### src/rtl/core/hsmt_pkg.sv
// ============================================================================
// hsmt_pkg
// shared widths, operation codes and default sizes of the hash set table
// ============================================================================
package hsmt_pkg;

    localparam int VALUE_W = 32;
    localparam int OP_W    = 2;

    // default table geometry
    localparam int DEF_BUCKETS = 64;
    localparam int DEF_WAYS    = 4;

    // operation codes
    localparam logic [OP_W-1:0] OP_ADD    = 2'd0;
    localparam logic [OP_W-1:0] OP_TEST   = 2'd1;
    localparam logic [OP_W-1:0] OP_REMOVE = 2'd2;

    // result status codes
    localparam logic STATUS_DONE = 1'b0;
    localparam logic STATUS_FULL = 1'b1;

endpackage

### src/rtl/core/hsmt_residue.sv
// ============================================================================
// hsmt_residue
// non-negative residue of a signed word modulo BUCKETS, reciprocal multiply
// ============================================================================
module hsmt_residue #(
    parameter int BUCKETS = hsmt_pkg::DEF_BUCKETS
) (
    input  logic                                   i_clk,
    input  logic                                   i_rst_n,
    input  logic                                   i_start,
    input  logic [hsmt_pkg::VALUE_W-1:0]           i_value,
    output logic                                   o_done,
    output logic [(BUCKETS > 1 ? $clog2(BUCKETS) : 1)-1:0] o_bucket
);
    import hsmt_pkg::*;

    localparam int BW = (BUCKETS > 1) ? $clog2(BUCKETS) : 1;
    // floor(2^VALUE_W / BUCKETS): the quotient estimate is exact or one short
    localparam longint RECIP = (longint'(1) << VALUE_W) / BUCKETS;
    localparam logic [VALUE_W-1:0] RECIP_W = VALUE_W'(RECIP);
    // 2^VALUE_W mod BUCKETS, removed again for negative words
    localparam longint WRAP = (longint'(1) << VALUE_W) % BUCKETS;
    localparam logic [BW:0] B_EXT = (BW + 1)'(BUCKETS);
    localparam logic [BW:0] ADJ   = (BW + 1)'(BUCKETS - WRAP);

    logic                 r_v_val, r_v_quo, r_v_rem, r_done, r_neg;
    logic [VALUE_W-1:0]   r_val;
    logic [BW:0]          r_quo;
    logic [BW-1:0]        r_rem, r_bucket;
    logic [BW-1:0]        n_rem, n_bucket;
    logic [2*VALUE_W-1:0] prod;
    logic [BW:0]          qd, est, fix_sum;

    // quotient estimate, low BW + 1 bits of the upper half of the product
    assign prod = {{VALUE_W{1'b0}}, r_val} * {{VALUE_W{1'b0}}, RECIP_W};

    // remainder in the low bits only, below 2 * BUCKETS, one compare-subtract
    always_comb begin
        qd  = r_quo * B_EXT;
        est = r_val[BW:0] - qd;
        if (est >= B_EXT) begin
            est = est - B_EXT;
        end
        n_rem = est[BW-1:0];
    end

    // fold the unsigned residue back to the signed one
    always_comb begin
        fix_sum = {1'b0, r_rem} + ADJ;
        if (fix_sum >= B_EXT) begin
            fix_sum = fix_sum - B_EXT;
        end
        n_bucket = r_neg ? fix_sum[BW-1:0] : r_rem;
    end

    always_ff @(posedge i_clk) begin
        if (!i_rst_n) begin
            r_v_val <= 1'b0;
            r_v_quo <= 1'b0;
            r_v_rem <= 1'b0;
            r_done  <= 1'b0;
        end else begin
            r_v_val <= i_start;
            r_v_quo <= r_v_val;
            r_v_rem <= r_v_quo;
            r_done  <= r_v_rem;
        end
    end

    always_ff @(posedge i_clk) begin
        if (i_start) begin
            r_val <= i_value;
            r_neg <= i_value[VALUE_W-1];
        end
        if (r_v_val) begin
            r_quo <= prod[VALUE_W +: BW + 1];
        end
        if (r_v_quo) begin
            r_rem <= n_rem;
        end
        if (r_v_rem) begin
            r_bucket <= n_bucket;
        end
    end

    assign o_done   = r_done;
    assign o_bucket = r_bucket;

endmodule
### config.mk
export PLATFORM = sky130hd
export DESIGN_NAME = hsmt_residue
export DESIGN_NICKNAME = d
export VERILOG_FILES = /design/src/rtl/core/hsmt_pkg.sv /design/src/rtl/core/hsmt_residue.sv
export SDC_FILE = /design/constraint.sdc
export NUM_CORES = 1
export LEC_CHECK = 0
export BUFFER_PORTS_ARGS = -buffer_cell sky130_fd_sc_hd__buf_2
export CAP_MARGIN = 10
export CORE_MARGIN = 2
export CORE_UTILIZATION = 35
export CTS_CLUSTER_DIAMETER = 60
export DETAILED_ROUTE_END_ITERATION = 7
export GPL_ROUTABILITY_DRIVEN = 0
export HOLD_SLACK_MARGIN = 0.08
export PLACE_DENSITY = 0.71
export REMOVE_ABC_BUFFERS = 1
export SLEW_MARGIN = 15
export SYNTH_ARGS = -nofsm -noshare
export SYNTH_HDL_FRONTEND = slang
export SYNTH_SLANG_ARGS = --single-unit
### constraint.sdc
create_clock -name i_clk -period 0.8 [get_ports i_clk]
set_clock_uncertainty 0.2 [all_clocks]
set_input_delay 0.16 -clock i_clk [delete_from_list [all_inputs] [get_ports i_clk]]
set_output_delay 0.16 -clock i_clk [all_outputs]
set_load 0.02 [all_outputs]
==> reports/qor.csv <==
stage,metric,value,unit
synth,"area leader, netlist",edfxtp_1,
clock_tree,# clock sinks,22,
global_route,initial antenna violation count,0,
power,Logic pwr share,2.5,%
sta,Final min period,1.19,ns
power,Total Power,1.81,mW
synth,average size of a mapped cell,24.8,um^2
sta,final hold violations,16,
synth,Post-Syn Area,646,um^2
route,post-DR wirelength/cell,8.34,um
min_path,Hold Crit Class,input pin to flip-flop,
power,Psw,323,uW
worst_setup_path,"Req. time, crit path",0.44,ns
clock_tree,CTS root buffer,clkbuf_4,
route,aggregate routed wire length,584,um
synth,Yosys cell types,3,
power,VDD IR max,0.000884,V
worst_setup_path,CP max FO,1,
clock_tree,Post-CTS Setup Repair Bufs,0,
layout,final net count,81,
synth,"top cells by area, synth","edfxtp_1, dfxtp_1, and2_1",
worst_setup_path,startpoint types,flip-flop,
clock_tree,Clock Path Buffers,2,
worst_setup_path,Buffers & Inverters on Critical Path,1,
place,placed cell areas,752,um^2
flow_run,Max-cap violations,0,
synth,Post-Synthesis Cells,26,
route,DRT antenna net count,0,
sta,fin crit share,149,%
global_route,gr usage total,7.03,%
layout,Finished Cell Area,821,um^2
route,drt initial violations,0,
route,Vias,267,
worst_setup_path,CP Cell Sequence,buf_6,
clock_tree,Clock Pin Slew Worst Setup and Hold Paths,0.10,ns
clock_tree,htree depth,1,
place,Port Buf Inserts,15,
sta,Slew Limit Fails,0,
clock_tree,CTS tree,yes,
layout,Antenna diodes,0,
worst_setup_path,element type at the critical path end,primary output,
global_route,Top Usage Layer GRT,met2,
global_route,vias in the first global route,251,
sta,unrepaired setup endpoints after global routing,yes,
die,Site Rows,15,
outcome,status,"complete, but fails checks",
route,drt first pass iters,1,
worst_setup_path,"Arr. time, crit path",0.83,ns
clock_tree,total CTS buffers,3,
worst_setup_path,CP max-delay cell,edfxtp_1,
worst_setup_path,CP Class,flip-flop to primary output,
die,die area,2200,um^2
global_route,grt met1 use,5.34,%
layout,share of layout cells above drive strength 1,48.9,%
power,Pleak,0.301,nW
sta,setup violators final,33,
power,Clk pwr share,25.8,%
power,Sw Share,17.8,%
power,Power Internal,1.49,mW
clock_tree,Worst-Skew Late Latency,0.29,ns
layout,Layout area overhead,27.1,%
sta,FMAX,839,MHz
place,pre-CTS setup slack,-0.181,ns
global_route,met3 global-route usage,4.62,%
outcome,failing checks,"negative hold slack, negative setup slack",
global_route,first-pass GRT wire length,952,um
route,via density per instance,3.81,
die,Starting Density,37.4,%
die,num ports,42,
synth,"flops & latches, synth",22,
synth,share of the synthesized area in the top cell type,83.7,%
route,number of remaining DRC errors,0,
power,pwr/cell area,2210,nW/um^2
global_route,largest net degree at the start of global routing,13,
power,sequential share of power,71.7,%
die,Core Box Area,1730,um^2
worst_setup_path,critical path's top delay family,flip-flops,
global_route,grt ovf,0,
sta,worst setup margin,-0.391,ns
sta,final hold slack,-0.166,ns
global_route,met2 Usage GRT,11.5,%
synth,YS warnings,0,
sta,final setup TNS,-3.60,ns
die,Die Ht,47.0,um
die,die width,47.0,um
worst_setup_path,max incr delay on CP,0.40,ns
synth,"Seq/Total Area, Yosys",96.1,%
sta,Slew @ Worst Pin,0.133,ns
sta,slew margin rel.,91.1,%
through the flow:
step,utilization [%],cells
after floorplan,-,26
after global placement,43.6,66
after detailed placement,43.6,66
after CTS,45.9,70
after global routing,47.5,70
final,47.5,70
layer usage:
metal	wire length, um	vias to the layer above
met1	201	118
li1	-	134
met3	64	0
met5	0	-
met2	319	15
met4	0	0
sequential cells by signal (all words and copies together), names as in the netlist:
signal,cells
r_v_quo,1
o_bucket,6
r_rem,6
r_v_val,1
r_v_rem,1
r_val,6
o_done,1
final timing paths:
check,start,endpoint,slack (ns),cells after the start
max,o_bucket[0],o_bucket[0],-0.39,1
min,i_value[5],r_val[5],-0.17,1
min reg2reg,r_rem[3],o_bucket[3],0.23,0
max reg2reg,r_v_rem,o_bucket[5],-0.07,0
timing repair:
item | in CTS | in global routing
cloned | 0 | 0
resized for setup | 7 | 9
pin swaps | 1 | 0
endpoints found under the hold margin | 16 | 16
endpoints found under the setup margin | 33 | 33
power by group through the flow:
stage	Combinational [mW]	Sequential (mW)	Clock [mW]
after global routing	0.0524	1.30	0.545
after floorplan	0.00412	1.33	0
after global placement	0.0398	1.33	0
after detailed placement	0.0413	1.33	0
final	0.0460	1.30	0.468
after CTS	0.0422	1.30	0.493
cells by family (layout without fill, tap and decap cells):
kind of cell | Yosys count | count (layout) | synth area share (%)
flops | 22 | 22 | 96.1
simple gates | 4 | 4 | 3.88
buf+inv | 0 | 19 | 0
synthesized netlist by cell type:
cell,instances
edfxtp_1,18
dfxtp_1,4
and2_1,4
cell type report:
| class | count | area, um^2 |
|---|---|---|
| clock buffers | 3 | 22.5 |
| clock inverters | 1 | 3.75 |
| fillers | 153 | 906 |
| multi-input cells | 4 | 27.5 |
| flip-flops and latches | 22 | 629 |
| well taps | 25 | 31.3 |
| repair buffers | 15 | 106 |
placed cells by master, fill, tap and decap left out, drive strengths merged:
cell type,instances
clkbuf,3
and2,4
clkinv,1
dfxtp,4
buf,15
edfxtp,18
Note: power is estimated with default switching activity, not from simulation.
